$ cat src/rtl/core/qct_pkg.sv
// Shared types, constants and the count-down and edge steps of the quad countdown timer.
package qct_pkg;

    localparam int CHANNELS_DEF      = 4;
    localparam int BUTTON_DIVIDE_DEF = 64;
    localparam int COUNT_MAX_DEF     = 99;

    localparam int FIELD_CH    = 4;   // channel slots in the result fields
    localparam int COUNT_W     = 7;
    localparam int TPS_W       = 20;
    localparam int PULSE_W     = 16;
    localparam int CFG_IDX_W   = 3;
    localparam int CFG_DATA_W  = 20;
    localparam int HIST_W      = 3 * FIELD_CH;

    localparam logic [TPS_W-1:0]   TPS_RESET   = 20'd48000;
    localparam logic [PULSE_W-1:0] PULSE_RESET = 16'd48;

    typedef enum logic [CFG_IDX_W-1:0] {
        REG_PRESET_A         = 3'd0,
        REG_PRESET_B         = 3'd1,
        REG_PRESET_C         = 3'd2,
        REG_PRESET_D         = 3'd3,
        REG_RESTART_MASK     = 3'd4,
        REG_EXT_CLOCK_MASK   = 3'd5,
        REG_TICKS_PER_SECOND = 3'd6,
        REG_END_PULSE_TICKS  = 3'd7
    } t_reg_idx;

    // Shared per-tick timing from the front end
    typedef struct packed {
        logic level;   // internal seconds timebase level after this tick
        logic turn;    // buttons are edge-checked on this tick
    } t_tick;

    // Rising edges for one channel
    typedef struct packed {
        logic reset_j;
        logic run_j;
        logic adv_j;
        logic reset_b;
        logic run_b;
        logic adv_b;
    } t_lane_evt;

    typedef struct packed {
        logic [COUNT_W-1:0] preset;
        logic               restart;
        logic               ext;
        logic [PULSE_W-1:0] pulse_ticks;
    } t_lane_cfg;

    typedef struct packed {
        logic [COUNT_W-1:0] count;
        logic               run;
        logic               gate;
    } t_lane_out;

    typedef struct packed {
        logic [COUNT_W-1:0] count;
        logic               run;
        logic               ended;
    } t_lane_st;

    // One decrement: end of count on zero or one, then reload or stop
    function automatic t_lane_st count_down(t_lane_st s, logic [COUNT_W-1:0] preset,
                                            logic restart);
        t_lane_st r;
        r = s;
        if (s.count > 7'd1) begin
            r.count = s.count - 7'd1;
        end else begin
            r.ended = 1'b1;
            if (restart) begin
                r.count = preset;
            end else begin
                r.run   = 1'b0;
                r.count = '0;
            end
        end
        return r;
    endfunction

    // Reset, run toggle, advance in that order
    function automatic t_lane_st apply_edges(t_lane_st s, logic rise_reset, logic rise_run,
                                             logic rise_adv, logic [COUNT_W-1:0] preset,
                                             logic restart);
        t_lane_st r;
        r = s;
        if (rise_reset) begin
            r.count = preset;
        end
        if (rise_run && (r.count != '0)) begin
            r.run = ~r.run;
        end
        if (rise_adv && r.run) begin
            r = count_down(r, preset, restart);
        end
        return r;
    endfunction

endpackage

$ cat src/rtl/core/qct_front.sv
// Shared front end: button divider, internal seconds timebase and edge detection.
module qct_front #(
    parameter int BUTTON_DIVIDE = qct_pkg::BUTTON_DIVIDE_DEF
) (
    input  logic                        i_clk,
    input  logic                        i_rst_n,
    input  logic                        i_accept,
    input  logic [qct_pkg::TPS_W-1:0]   i_tps,
    input  logic [qct_pkg::HIST_W-1:0]  i_jacks,
    input  logic [qct_pkg::HIST_W-1:0]  i_buttons,
    output qct_pkg::t_tick              o_tick,
    output logic [qct_pkg::HIST_W-1:0]  o_jrise,
    output logic [qct_pkg::HIST_W-1:0]  o_brise
);

    localparam int DIV_W = (BUTTON_DIVIDE > 1) ? $clog2(BUTTON_DIVIDE) : 1;
    localparam logic [DIV_W-1:0] DIV_LAST = DIV_W'(BUTTON_DIVIDE - 1);

    logic [DIV_W-1:0]                r_div, n_div;
    logic [qct_pkg::TPS_W-1:0]       r_phase, n_phase;
    logic [qct_pkg::TPS_W:0]         phase_inc;
    logic [qct_pkg::HIST_W-1:0]      r_jhist, r_bhist;

    always_comb begin
        o_tick.turn = (r_div == DIV_LAST);
        n_div       = o_tick.turn ? '0 : r_div + DIV_W'(1);

        phase_inc = {1'b0, r_phase} + (qct_pkg::TPS_W + 1)'(1);
        n_phase   = (phase_inc >= {1'b0, i_tps}) ? '0 : phase_inc[qct_pkg::TPS_W-1:0];
        o_tick.level = ({n_phase, 1'b0} < {1'b0, i_tps});

        o_jrise = i_jacks & ~r_jhist;
        o_brise = i_buttons & ~r_bhist;
    end

    always_ff @(posedge i_clk) begin
        if (!i_rst_n) begin
            r_div   <= '0;
            r_phase <= '0;
            r_jhist <= '0;
            r_bhist <= '0;
        end else if (i_accept) begin
            r_div   <= n_div;
            r_phase <= n_phase;
            r_jhist <= i_jacks;
            if (o_tick.turn) begin
                r_bhist <= i_buttons;
            end
        end
    end

endmodule

$ cat src/rtl/core/qct_lane.sv
// One timer channel: count, run flag, seconds-timebase edge and end pulse.
module qct_lane (
    input  logic                         i_clk,
    input  logic                         i_rst_n,
    input  logic                         i_accept,
    input  qct_pkg::t_tick               i_tick,
    input  qct_pkg::t_lane_evt           i_evt,
    input  qct_pkg::t_lane_cfg           i_cfg,
    input  logic                         i_load,
    input  logic [qct_pkg::COUNT_W-1:0]  i_load_value,
    output qct_pkg::t_lane_out           o_result
);

    logic [qct_pkg::COUNT_W-1:0] r_count;
    logic                        r_run;
    logic                        r_lsl, n_lsl;
    logic [qct_pkg::PULSE_W-1:0] r_timer, n_timer, timer;
    qct_pkg::t_lane_st           st;

    always_comb begin
        st    = '{count: r_count, run: r_run, ended: 1'b0};
        n_lsl = r_lsl;
        // internal clock edge first
        if (i_tick.level) begin
            if (!i_cfg.ext && !r_lsl) begin
                if (r_run) begin
                    st = qct_pkg::count_down(st, i_cfg.preset, i_cfg.restart);
                end
                n_lsl = 1'b1;
            end
        end else begin
            n_lsl = 1'b0;
        end
        st = qct_pkg::apply_edges(st, i_evt.reset_j, i_evt.run_j, i_evt.adv_j,
                                  i_cfg.preset, i_cfg.restart);
        if (i_tick.turn) begin
            st = qct_pkg::apply_edges(st, i_evt.reset_b, i_evt.run_b, i_evt.adv_b,
                                      i_cfg.preset, i_cfg.restart);
        end
        // retrigger: keep the longer of remaining and full pulse
        timer = r_timer;
        if (st.ended && (timer < i_cfg.pulse_ticks)) begin
            timer = i_cfg.pulse_ticks;
        end
        o_result.gate  = (timer != '0);
        n_timer        = o_result.gate ? timer - 16'd1 : timer;
        o_result.count = st.count;
        o_result.run   = st.run;
    end

    always_ff @(posedge i_clk) begin
        if (!i_rst_n) begin
            r_count <= 7'd1;
            r_run   <= 1'b0;
            r_lsl   <= 1'b0;
            r_timer <= '0;
        end else if (i_load) begin
            r_count <= i_load_value;
        end else if (i_accept) begin
            r_count <= o_result.count;
            r_run   <= o_result.run;
            r_lsl   <= n_lsl;
            r_timer <= n_timer;
        end
    end

endmodule

$ cat src/rtl/core/quad_countdown_timer.sv
// Top level of the quad countdown timer: config registers, lanes, output register.
//
// Four countdown channels advanced by one sample tick per request. Each request
// carries jack and button levels; the block edge-detects them (buttons only on
// every BUTTON_DIVIDE-th tick), runs every channel in its own lane in the same
// cycle and merges the lanes' counts, run flags and end gates into one result.
// The lane update is combinational: up to three chained 7-bit decrements per
// channel, with no register between them. The result sits in one output register
// and appears the cycle after its request is taken. A new request is taken in the
// same cycle as the held result, so requests can follow back to back; the request
// side stalls only while a held result is stalled downstream. Configuration writes
// are taken at any time, always ready, but belong to idle periods; writing a preset
// also loads that channel's count, with the value clamped to 1..COUNT_MAX.
// Channels beyond CHANNELS (at most four) read as zero.
module quad_countdown_timer #(
    parameter int CHANNELS      = qct_pkg::CHANNELS_DEF,
    parameter int BUTTON_DIVIDE = qct_pkg::BUTTON_DIVIDE_DEF,
    parameter int COUNT_MAX     = qct_pkg::COUNT_MAX_DEF
) (
    input  logic                             i_clk,
    input  logic                             i_rst_n,
    // tick requests
    input  logic                             i_in_valid,
    output logic                             o_in_stall,
    input  logic [3:0]                       i_reset_jacks,
    input  logic [3:0]                       i_run_jacks,
    input  logic [3:0]                       i_advance_jacks,
    input  logic [3:0]                       i_reset_buttons,
    input  logic [3:0]                       i_run_buttons,
    input  logic [3:0]                       i_advance_buttons,
    // results
    output logic                             o_out_valid,
    input  logic                             i_out_stall,
    output logic [qct_pkg::COUNT_W-1:0]      o_count_a,
    output logic [qct_pkg::COUNT_W-1:0]      o_count_b,
    output logic [qct_pkg::COUNT_W-1:0]      o_count_c,
    output logic [qct_pkg::COUNT_W-1:0]      o_count_d,
    output logic [3:0]                       o_running,
    output logic [3:0]                       o_end_gate,
    // register writes
    input  logic                             i_cfg_valid,
    output logic                             o_cfg_ready,
    input  logic [qct_pkg::CFG_IDX_W-1:0]    i_cfg_index,
    input  logic [qct_pkg::CFG_DATA_W-1:0]   i_cfg_data
);

    localparam int NL = (CHANNELS < qct_pkg::FIELD_CH) ? CHANNELS : qct_pkg::FIELD_CH;
    localparam logic [qct_pkg::COUNT_W:0] CMAX = (qct_pkg::COUNT_W + 1)'(COUNT_MAX);

    logic accept, cfg_we;

    // configuration registers
    logic [qct_pkg::COUNT_W-1:0] r_preset [NL];
    logic [3:0]                  r_restart_mask;
    logic [3:0]                  r_ext_clock_mask;
    logic [qct_pkg::TPS_W-1:0]   r_tps;
    logic [qct_pkg::PULSE_W-1:0] r_pulse_ticks;
    logic [qct_pkg::COUNT_W-1:0] preset_clamped;

    // front end
    qct_pkg::t_tick              tick;
    logic [qct_pkg::HIST_W-1:0]  jrise, brise;

    // merge
    logic [qct_pkg::COUNT_W-1:0] lane_count [qct_pkg::FIELD_CH];
    logic [3:0]                  lane_run, lane_gate;

    // output register
    logic                        r_out_valid;
    logic [qct_pkg::COUNT_W-1:0] r_count [qct_pkg::FIELD_CH];
    logic [3:0]                  r_running, r_end_gate;

    // Hold a request only while a finished result is stalled downstream
    assign o_in_stall  = r_out_valid && i_out_stall;
    assign accept      = i_in_valid && !o_in_stall;
    assign o_cfg_ready = 1'b1;
    assign cfg_we      = i_cfg_valid && o_cfg_ready;

    // Clamp preset writes to 1..COUNT_MAX
    always_comb begin
        preset_clamped = i_cfg_data[qct_pkg::COUNT_W-1:0];
        if (preset_clamped == '0) begin
            preset_clamped = 7'd1;
        end else if ({1'b0, preset_clamped} > CMAX) begin
            preset_clamped = CMAX[qct_pkg::COUNT_W-1:0];
        end
    end

    always_ff @(posedge i_clk) begin
        if (!i_rst_n) begin
            for (int i = 0; i < NL; i++) begin
                r_preset[i] <= 7'd1;
            end
            r_restart_mask   <= '0;
            r_ext_clock_mask <= '0;
            r_tps            <= qct_pkg::TPS_RESET;
            r_pulse_ticks    <= qct_pkg::PULSE_RESET;
        end else if (cfg_we) begin
            for (int i = 0; i < NL; i++) begin
                if (i_cfg_index == 3'(qct_pkg::REG_PRESET_A) + 3'(i)) begin
                    r_preset[i] <= preset_clamped;
                end
            end
            if (i_cfg_index == qct_pkg::REG_RESTART_MASK) begin
                r_restart_mask <= i_cfg_data[3:0];
            end
            if (i_cfg_index == qct_pkg::REG_EXT_CLOCK_MASK) begin
                r_ext_clock_mask <= i_cfg_data[3:0];
            end
            if (i_cfg_index == qct_pkg::REG_TICKS_PER_SECOND) begin
                r_tps <= i_cfg_data[qct_pkg::TPS_W-1:0];
            end
            if (i_cfg_index == qct_pkg::REG_END_PULSE_TICKS) begin
                r_pulse_ticks <= i_cfg_data[qct_pkg::PULSE_W-1:0];
            end
        end
    end

    // Divider, seconds timebase and edge detection shared by all lanes
    qct_front #(
        .BUTTON_DIVIDE (BUTTON_DIVIDE)
    ) u_front (
        .i_clk     (i_clk),
        .i_rst_n   (i_rst_n),
        .i_accept  (accept),
        .i_tps     (r_tps),
        .i_jacks   ({i_advance_jacks, i_run_jacks, i_reset_jacks}),
        .i_buttons ({i_advance_buttons, i_run_buttons, i_reset_buttons}),
        .o_tick    (tick),
        .o_jrise   (jrise),
        .o_brise   (brise)
    );

    // One lane per channel; missing channels read as zero
    for (genvar ch = 0; ch < qct_pkg::FIELD_CH; ch++) begin : g_lane
        if (ch < NL) begin : g_on
            qct_pkg::t_lane_evt evt;
            qct_pkg::t_lane_cfg cfg;
            qct_pkg::t_lane_out res;

            assign evt.reset_j = jrise[ch];
            assign evt.run_j   = jrise[ch + qct_pkg::FIELD_CH];
            assign evt.adv_j   = jrise[ch + 2 * qct_pkg::FIELD_CH];
            assign evt.reset_b = brise[ch];
            assign evt.run_b   = brise[ch + qct_pkg::FIELD_CH];
            assign evt.adv_b   = brise[ch + 2 * qct_pkg::FIELD_CH];

            assign cfg.preset      = r_preset[ch];
            assign cfg.restart     = r_restart_mask[ch];
            assign cfg.ext         = r_ext_clock_mask[ch];
            assign cfg.pulse_ticks = r_pulse_ticks;

            qct_lane u_lane (
                .i_clk        (i_clk),
                .i_rst_n      (i_rst_n),
                .i_accept     (accept),
                .i_tick       (tick),
                .i_evt        (evt),
                .i_cfg        (cfg),
                .i_load       (cfg_we &&
                               (i_cfg_index == 3'(qct_pkg::REG_PRESET_A) + 3'(ch))),
                .i_load_value (preset_clamped),
                .o_result     (res)
            );

            assign lane_count[ch] = res.count;
            assign lane_run[ch]   = res.run;
            assign lane_gate[ch]  = res.gate;
        end else begin : g_off
            assign lane_count[ch] = '0;
            assign lane_run[ch]   = 1'b0;
            assign lane_gate[ch]  = 1'b0;
        end
    end

    // Output register: load on every accepted tick, drop valid once taken
    always_ff @(posedge i_clk) begin
        if (!i_rst_n) begin
            r_out_valid <= 1'b0;
        end else if (accept) begin
            r_out_valid <= 1'b1;
        end else if (!i_out_stall) begin
            r_out_valid <= 1'b0;
        end
    end

    always_ff @(posedge i_clk) begin
        if (accept) begin
            for (int i = 0; i < qct_pkg::FIELD_CH; i++) begin
                r_count[i] <= lane_count[i];
            end
            r_running  <= lane_run;
            r_end_gate <= lane_gate;
        end
    end

    assign o_out_valid = r_out_valid;
    assign o_count_a   = r_count[0];
    assign o_count_b   = r_count[1];
    assign o_count_c   = r_count[2];
    assign o_count_d   = r_count[3];
    assign o_running   = r_running;
    assign o_end_gate  = r_end_gate;

endmodule

$ cat config.mk
export PLATFORM = sky130hd
export DESIGN_NAME = quad_countdown_timer
export DESIGN_NICKNAME = d
export VERILOG_FILES = /design/src/rtl/core/qct_pkg.sv /design/src/rtl/core/qct_front.sv /design/src/rtl/core/qct_lane.sv /design/src/rtl/core/quad_countdown_timer.sv
export SDC_FILE = /design/constraint.sdc
export NUM_CORES = 1
export LEC_CHECK = 0
export BUFFER_PORTS_ARGS = -buffer_cell sky130_fd_sc_hd__clkbuf_2
export CAP_MARGIN = 10
export CORE_MARGIN = 2
export CORE_UTILIZATION = 45
export DETAILED_ROUTE_END_ITERATION = 10
export GPL_TIMING_DRIVEN = 0
export MAX_ROUTING_LAYER = met4
export SLEW_MARGIN = 40
export SYNTH_ARGS = -nofsm -noshare
export SYNTH_HDL_FRONTEND = slang
export SYNTH_HIERARCHICAL = 1
export SYNTH_SLANG_ARGS = --single-unit
$ cat constraint.sdc
create_clock -name i_clk -period 19.3 [get_ports i_clk]
set_input_delay 0.965 -clock i_clk [delete_from_list [all_inputs] [get_ports i_clk]]
set_output_delay 0.965 -clock i_clk [all_outputs]
set_load 0.01 [all_outputs]
# Word level (Yosys, flattened, before mapping)
# Memories as Yosys holds them, arrays and structs flattened.
# Cells that the tools add are included.
[totals]
reg_bits = 203
ramBits = 56
out_inout_bits = 39
n_memories = 2
[memory_table]
columns = ["name", "words", "width", "read_ports", "rd_clocked_by_memory_dff", "write_ports", "line_no", "rtl"]
rows = [
  ["r_count", 4, 7, 4, 0, 4, "quad_countdown_timer.sv:70", "logic [qct_pkg::COUNT_W-1:0] r_count [qct_pkg::FIELD_CH];"],
  ["r_preset", 4, 7, 4, 0, 4, "quad_countdown_timer.sv:53", "logic [qct_pkg::COUNT_W-1:0] r_preset [NL];"],
]
[op_classes]
addsub = 18
magnitude_cmp = 19
eq_ne = 13
n_mux = 141
n_bitwise = 20
n_reduce_logical = 70
[ops]
columns = ["op", "count"]
rows = [
  ["$mux W7", 42],
  ["$mux W9", 24],
  ["$mux W16", 8],
  ["$gt A7 B1 Y1 const B", 12],
  ["$sub A7 B1 Y7 const B", 12],
  ["$lt A16 B16 Y1", 4],
  ["$reduce_bool A16 Y1", 4],
  ["$sub A16 B1 Y16 const B", 4],
  ["$reduce_bool A7 Y1", 8],
  ["$mux W1", 53],
  ["$logic_and A1 B1 Y1", 30],
  ["$and A12 B12 Y12", 2],
  ["$mux W2", 12],
  ["$not A12 Y12", 2],
  ["$add A20 B1 Y21 const B", 1],
  ["$ge A21 B20 Y1", 1],
  ["$lt A21 B20 Y1", 1],
  ["$mux W20", 1],
  ["$reduce_and A2 Y1", 9],
  ["$eq A3 B3 Y1 const B", 4],
  ["$not A1 Y1", 12],
  ["$reduce_and A3 Y1", 4],
  ["$logic_not A1 Y1", 9],
  ["$ne A2 B1 Y1 const B", 4],
  ["other kinds (11)", 18],
]

# Logic depth before layout (Yosys ltp)
# Gate-level depths: netlist (run 1).
# An unclocked memory read counts as a cell.
[logic_depth]
depth_word = 27
mapped_depth = 60
mapped_depth_nobuf = 55

# By module
# The synthesis (run 1) kept the hierarchy.
[modules_own_cells]
columns = ["mod", "n_inst", "cells_per_inst", "area_per_inst_um2", "seq_area_each_um2"]
rows = [
  ["qct_lane (g_lane[0].g_on.u_lane ...)", 3, 559, 4150.2, 500.5],
  ["qct_lane (g_lane[3].g_on.u_lane)", 1, 536, 3905.0, 500.5],
  ["quad_countdown_timer", 1, 311, 3868.7, 2822.7],
  ["qct_front", 1, 414, 3634.7, 1001.0],
]

# Least setup slack after synthesis (run 1)
# Ideal clock, no wire load.
[synth_path]
kind = "register -> register"
start = "register u_front/r_phase[0] in the netlist's numbering"
end = "register g_lane[3].g_on.u_lane/r_timer[13] in the netlist's numbering"
t_arrival_ps = 10456
path_slack_ps = 8728
path_stages_with_launch = 59
n_path_buf = 6
cell_sequence = "dfxtp_1 ha_1 nand3_1 nor2_1 nand2_1 xnor2_1 ha_1 and4_1 nand2_1 a21oi_2 o41ai_4 a21oi_2 or2_1 buf_6 buf_12 nor2_1 ha_1 nand2b_1 (+23 left out) mux2i_1 a31oi_1 o311ai_4 a41o_2 buf_6 buf_2 mux2i_1 ha_1 nand4_1 nand2b_1 nor3_1 nand2b_1 nor2_1 nand2_1 nor4_1 mux2_2 nand3_1 o211a_1"
[synth_rtl]
columns = ["item", "line_no", "rtl"]
rows = [
  ["start: declaration", "qct_front.sv:20", "logic [qct_pkg::TPS_W-1:0] r_phase, n_phase;"],
  ["start signal: assignment", "qct_front.sv:44", "r_phase <= n_phase;"],
  ["end signal: assignment", "qct_lane.sv:63", "r_timer <= n_timer;"],
  ["end: declaration", "qct_lane.sv:17", "logic [qct_pkg::PULSE_W-1:0] r_timer, n_timer, timer;"],
]

==> results of run 1 <==
[kinds of logic after synthesis]
kind of cell / synth area share
buf+inv: 0.0536
xor+xnor: 0.0294
other cells: 0.000157
fa+ha+maj: 0.0739
flops: 0.244
simple gates: 0.271
compound gates: 0.271
mux: 0.0566
[cell type report]
cell class,instances,area [um^2]
diodes,4,10.0
plain buffers,139,689
clock buffers,49,1030
clock inverters,13,149
fillers,5099,25900
inverters,158,593
multi-input cells,2382,16800
flip-flops and latches,259,5840
well taps,688,861
repair buffers,91,538
[state kept, by name (all words and copies together) (netlist names)]
| register | cells |
|---|---|
| g_lane.g_on.u_lane/r_timer | 64 |
| r_restart_mask | 4 |
| u_front/r_jhist | 12 |
| g_lane.g_on.u_lane/r_run | 4 |
| r_count | 28 |
| u_front/r_div | 6 |
| r_tps | 20 |
| u_front/r_phase | 20 |
| o_end_gate | 4 |
| r_pulse_ticks | 16 |
| r_ext_clock_mask | 4 |
| r_preset | 28 |
| g_lane.g_on.u_lane/r_count | 28 |
| u_front/r_bhist | 12 |
| g_lane.g_on.u_lane/r_lsl | 4 |
| o_running | 4 |
| o_out_valid | 1 |
[per-stage QoR]
step / area [um^2] / cells / power, uW
6_report: 26500 / 3783 / 3050
3_5_place_dp: 25300 / 3717 / 2330
3_3_place_gp: 25100 / 3711 / 2290
2_1_floorplan: 23900 / 2938 / 1910
5_1_grt: 26500 / 3783 / 3240
4_1_cts: 26500 / 3779 / 3020
[worst max-delay path, delay by kind of cell (launching register included)]
family | cells | cell delay, ns
DFF | 1 | 0.46
and+or+nand+nor | 22 | 4.20
buffers and inverters | 6 | 1.35
muxes | 4 | 0.90
adders and majority gates | 6 | 1.69
AOI/OAI and AO/OA | 18 | 3.72
xor gates and xnor gates | 1 | 0.39
[synth_stat cells (35+ instances only)]
cell type	number
edfxtp_1	64
and2_1	56
a21o_1	56
o21ai_0	127
nand2_1	279
mux2i_1	99
nor2_1	196
ha_1	141
inv_1	153
nand2b_1	51
xnor2_1	52
dfxtp_1	195
o211ai_1	36
nor3_1	82
nor2b_1	78
a31oi_1	46
and3_1	35
clkbuf_1	79
o21ai_1	43
nand3_1	128
nand4_1	51
a21oi_1	127
[path summary, 6_finish.rpt]
path,from,to,cells past startpoint
max,u_front/r_phase[0]$_SDFFE_PN0P_,g_lane[3].g_on.u_lane/r_timer[13]$_SDFFE_PN0P_,57
min,r_tps[16]$_SDFFE_PN0P_,r_tps[16]$_SDFFE_PN0P_,2
max reg2reg,u_front/r_phase[0]$_SDFFE_PN0P_,g_lane[3].g_on.u_lane/r_timer[13]$_SDFFE_PN0P_,57
min reg2reg,r_tps[16]$_SDFFE_PN0P_,r_tps[16]$_SDFFE_PN0P_,2
[power by group through the flow]
stage,Clock [uW],Sequential [uW],Combinational [uW]
finish,683,779,1590
global placement,0,781,1510
detailed placement,0,785,1540
global route,715,791,1740
CTS,695,774,1550
floorplan,0,750,1160
[layer usage]
| metal | GRT usage | vias up |
|---|---|---|
| met2 | 0.489 | 990 |
| met5 | - | - |
| met4 | 0.119 | 0 |
| met3 | 0.0422 | 180 |
| li1 | - | 11300 |
| met1 | 0.424 | 11700 |
==> impl_metrics.yaml, run 1 <==
sta:
  fmaxAchievable_ghz: 0.0778
  whs_ns: 0.482
  period_share: 0.666
  rsz0062_at_grt: "no"
  max_slew_margin: 0.391
  layout_setup_ws_ns: 6.45
  fin_setup_tns_ns: 0
  setup_viol: 0
  tightest_slew_ns: 0.911
  skew_ns: 0.0225
  hold_violations: 0
  min_period_ns: 12.85
  drv_slew: 0
setup_path:
  r2r_setup_slack_ns: 6.45
  worstSetupStartpointType: "flip-flop"
  arrival_ns: 13.29
  crit_slowest_cell: "a2111oi_4"
  cp.required_ns: 19.74
  max_stage_delay_ns: 0.62
  critical_path_class: "reg2reg"
  cp-end-kind: "flip-flop"
  worstPathMaxFanout: 10
  crit_path_frequent_cell: "ha_1"
global_route:
  antenna_found_initial: 4
  grt_max_degree: 29
  grt_pass1_wl_um: 133000
  globalRouteOverflowTotal: 0
  grt_use_total: 0.318
  first_global_vias: 22900
clock_network:
  cts_buffers: 35
  cts_resized: 0
  cts_sinks: 259
  post_cts_buffers: 0
  clock_path_buffers: 3
  clk_pin_slew_ns: 0.06
  cts_root_buffer: "clkbuf_16"
  worst_skew_pair.late_latency_ns: 0.56
  cts_tree: "done"
  cts_max_level: 2
  cts_hold_buf: 0
power_and_ir_drop:
  seq_power_share: 0.255
  internal-power_uw: 1680
  powerDensity_nw_per_um2: 115
  ir_drop_uv: 57.4
  switching_share: 0.449
  p_leak_uw: 0.0105
  p_sw_uw: 1370
  combPwrFrac: 0.521
  pwr-share-clk: 0.224
layout:
  nNetsFinal: 3259
  final_cell_mix: "279 x nand2_1, 196 x nor2_1, 187 x dfxtp_1"
  syn_to_final_growth_pct: 11.0
  final_core_util: 0.505
  layout_commonest_cell: "nand2_1"
  drive_above_1_share: 0.128
logic_synthesis:
  yosysTopAreaCell: "dfxtp_1"
  async_flop_share: 0
  synth_top_area_share: 0.164
  synthCells: 2938
  ys_ff_latch: 259
  synth_edf_count: 64
  synth_area_leaders: "dfxtp_1 16%, edfxtp_1 8.1%, ha_1 7.4%"
  post_synth.cell_area_avg_um2: 8.12
  yosys_warnings: 6
  ys_seq_area_frac: 0.244
  synth_cell_types: 130
  synth_fp_nets: 3131
  synth_area_um2: 23900
  dominantRegCellSynth: "dfxtp_1"
die:
  pin_count: 91
  die_h_um: 234
  die_area_um2: 54900
  core_um2: 52400
  start_util: 0.455
  die_width_um: 234
  num_rows: 84
route:
  vias_per_cell: 6.41
  vias: 24300
  met2_length_um: 38600
  dr_wl_met3_um: 6000
  wl_met1_um: 38900
  routed_wl_um: 86400
  drt-initial-drc-count: 2481
  dr.pass1.iters: 8
  ant_nets: 0
  routed.top_layer: "met4"
  drc: 0
  wl_per_cell_um: 22.8
place:
  gp_congestion: 0.946
  port_buffers: 85
  hpwl_um: 65200
  pre_cts_slack_ns: 6.68
flow_run:
  cap_violations: 0
outcome:
  status: "finished, final reports clean"
worst_hold_path:
  min-delay-path-class: "reg2reg"
Power figures use the tool's default switching activity.
==> run 2, diff against run 1 <==
clock period = 12.3 ns   (was 19.3 ns; I/O delays follow)
==> run 2 against run 1 <==
Against the previous run:
- the run now ends with design-rule violations left
- combinational power up 60%
- clock skew about the same
- die area unchanged
- critical path type unchanged
- sequential share of layout area down 0.30 points
- worst hold slack worse by 0.19 ns
- via count up 0.16%
- critical endpoint is now g_lane[0].g_on.u_lane/r_timer[8]$_SDFFE_PN0P_
- critical path depth down 2
==> impl_metrics.yaml, run 2 (same netlist as run 1, synthesis figures left out) <==
route:
  vias_per_cell: 6.40
  routed_wl_um: 86800
  ant_nets: 0
  drc: 2
  dr.pass1.iters: 8
  wl_per_cell_um: 22.9
  drt-initial-drc-count: 2420
  vias: 24300
die:
  die_area_um2: 54900
  pin_count: 91
  die_width_um: 234
  die_h_um: 234
  num_rows: 84
  core_um2: 52400
  start_util: 0.455
power_and_ir_drop:
  powerDensity_nw_per_um2: 180
  p_leak_uw: 0.0106
  ir_drop_uv: 90.3
sta:
  fmaxAchievable_ghz: 0.0864
  skew_ns: 0.0222
  setup_viol: 0
  layout_setup_ws_ns: 0.732
  tightest_slew_ns: 0.934
  hold_violations: 0
  drv_slew: 0
  rsz0062_at_grt: "no"
  min_period_ns: 11.57
  max_slew_margin: 0.376
  period_share: 0.940
setup_path:
  worstPathMaxFanout: 10
  crit_slowest_cell: "o41a_4"
  max_stage_delay_ns: 0.54
  arrival_ns: 12.06
  cp-end-kind: "flip-flop"
  worstSetupStartpointType: "flip-flop"
  cp.required_ns: 12.79
  crit_path_frequent_cell: "ha_1"
  critical_path_class: "reg2reg"
clock_network:
  worst_skew_pair.late_latency_ns: 0.56
  cts_root_buffer: "clkbuf_16"
  cts_buffers: 35
  cts_hold_buf: 0
  cts_sinks: 259
  cts_tree: "done"
  clk_pin_slew_ns: 0.06
  cts_max_level: 2
  clock_path_buffers: 3
global_route:
  grt_max_degree: 29
  first_global_vias: 22900
  grt_use_total: 0.318
  globalRouteOverflowTotal: 0
  grt_pass1_wl_um: 133000
  antenna_found_initial: 4
worst_hold_path:
  min-delay-path-class: "in2reg"
outcome:
  violations: "design-rule violations"
  status: "finished with violations"
layout:
  layout_commonest_cell: "nand2_1"
  final_core_util: 0.512
  regMostFlops: "g_lane.g_on.u_lane/r_timer"
  n_fill_cell: 5069
  syn_to_final_growth_pct: 12.6
  drive_above_1_share: 0.144
  final_cell_mix: "277 x nand2_1, 192 x nor2_1, 187 x dfxtp_1"
  largest_reg_flops: 64
  regArea_um2: 5840
  multi_input_comb_area_um2: 17100
  nNetsFinal: 3272
place:
  pre_cts_slack_ns: -0.323
  hpwl_um: 65200
  port_buffers: 85
  gp_congestion: 0.946
flow_run:
  cap_violations: 0
run 2: changes by cell type in the layout (fill, tap and decap cells not counted), sizes merged:
cell | before | now
buf | 64 | 76
diode | 4 | 5
nor3 | 91 | 92
run 2: path summary, 6_finish.rpt:
path | from | end | slack, ns | cells after the start
worst max-delay path | u_front/r_phase[0]$_SDFFE_PN0P_ | g_lane[0].g_on.u_lane/r_timer[8]$_SDFFE_PN0P_ | 0.73 | 55
worst min-delay path | i_in_valid | o_out_valid$_SDFFE_PN0P_ | 0.29 | 2
worst max register to register | u_front/r_phase[0]$_SDFFE_PN0P_ | g_lane[0].g_on.u_lane/r_timer[8]$_SDFFE_PN0P_ | 0.73 | 55
worst min register to register | r_tps[16]$_SDFFE_PN0P_ | r_tps[16]$_SDFFE_PN0P_ | 0.48 | 2
run 2: worst max-delay path: cells and delay by family (launching register included):
family                     cells  cell delay, ns
xor gates and xnor gates       2            0.27
AOI/OAI and AO/OA             16            3.20
muxes                          3            0.85
and+or+nand+nor               17            3.35
buffers and inverters         11            1.77
DFF                            1            0.46
adders and majority gates      6            1.57
run 2: layer usage:
layer  global-route usage  part of all wire  up-vias
li1                     -                 -    11400
met2                0.490              0.45     1025
met3               0.0422             0.069      182
met5                    -                 0        -
met4                0.118             0.035        0
met1                0.424              0.45    11700
run 2: per-stage QoR:
stage	setup TNS [ns]	power [uW]	area [um^2]	hold WS [ns]	std cells
floorplan	0	3000	23900	0.444	2938
global placement	-59.88	3600	25100	0.460	3711
detailed placement	-0.824	3650	25300	0.472	3717
CTS	0	4740	26500	0.270	3781
global route	0	5140	26900	0.302	3796
finish	0	4840	26900	0.292	3797
run 2: final cells by class:
cell class / count / area share
flip-flops and latches: 259 / 0.217
multi-input cells: 2383 / 0.635
clock inverters: 13 / 0.00554
repair buffers: 103 / 0.0234
inverters: 158 / 0.0221
well taps: 688 / 0.0321
plain buffers: 139 / 0.0258
diodes: 5 / 0.000466
clock buffers: 49 / 0.0384
run 2: power breakdown:
| part | switching [uW] | internal, uW |
|---|---|---|
| clock network | 422 | 650 |
| registers | 197 | 1030 |
| logic | 1560 | 983 |
run 2: timing repair:
| action | 4_1_cts | 5_1_grt |
|---|---|---|
| buffers inserted | 2 | 10 |
| pin swaps | 1 | 3 |
| endpoints found under the setup margin | 7 | 56 |
| gates resized for setup | 2 | 52 |
| gates cloned | 0 | 1 |
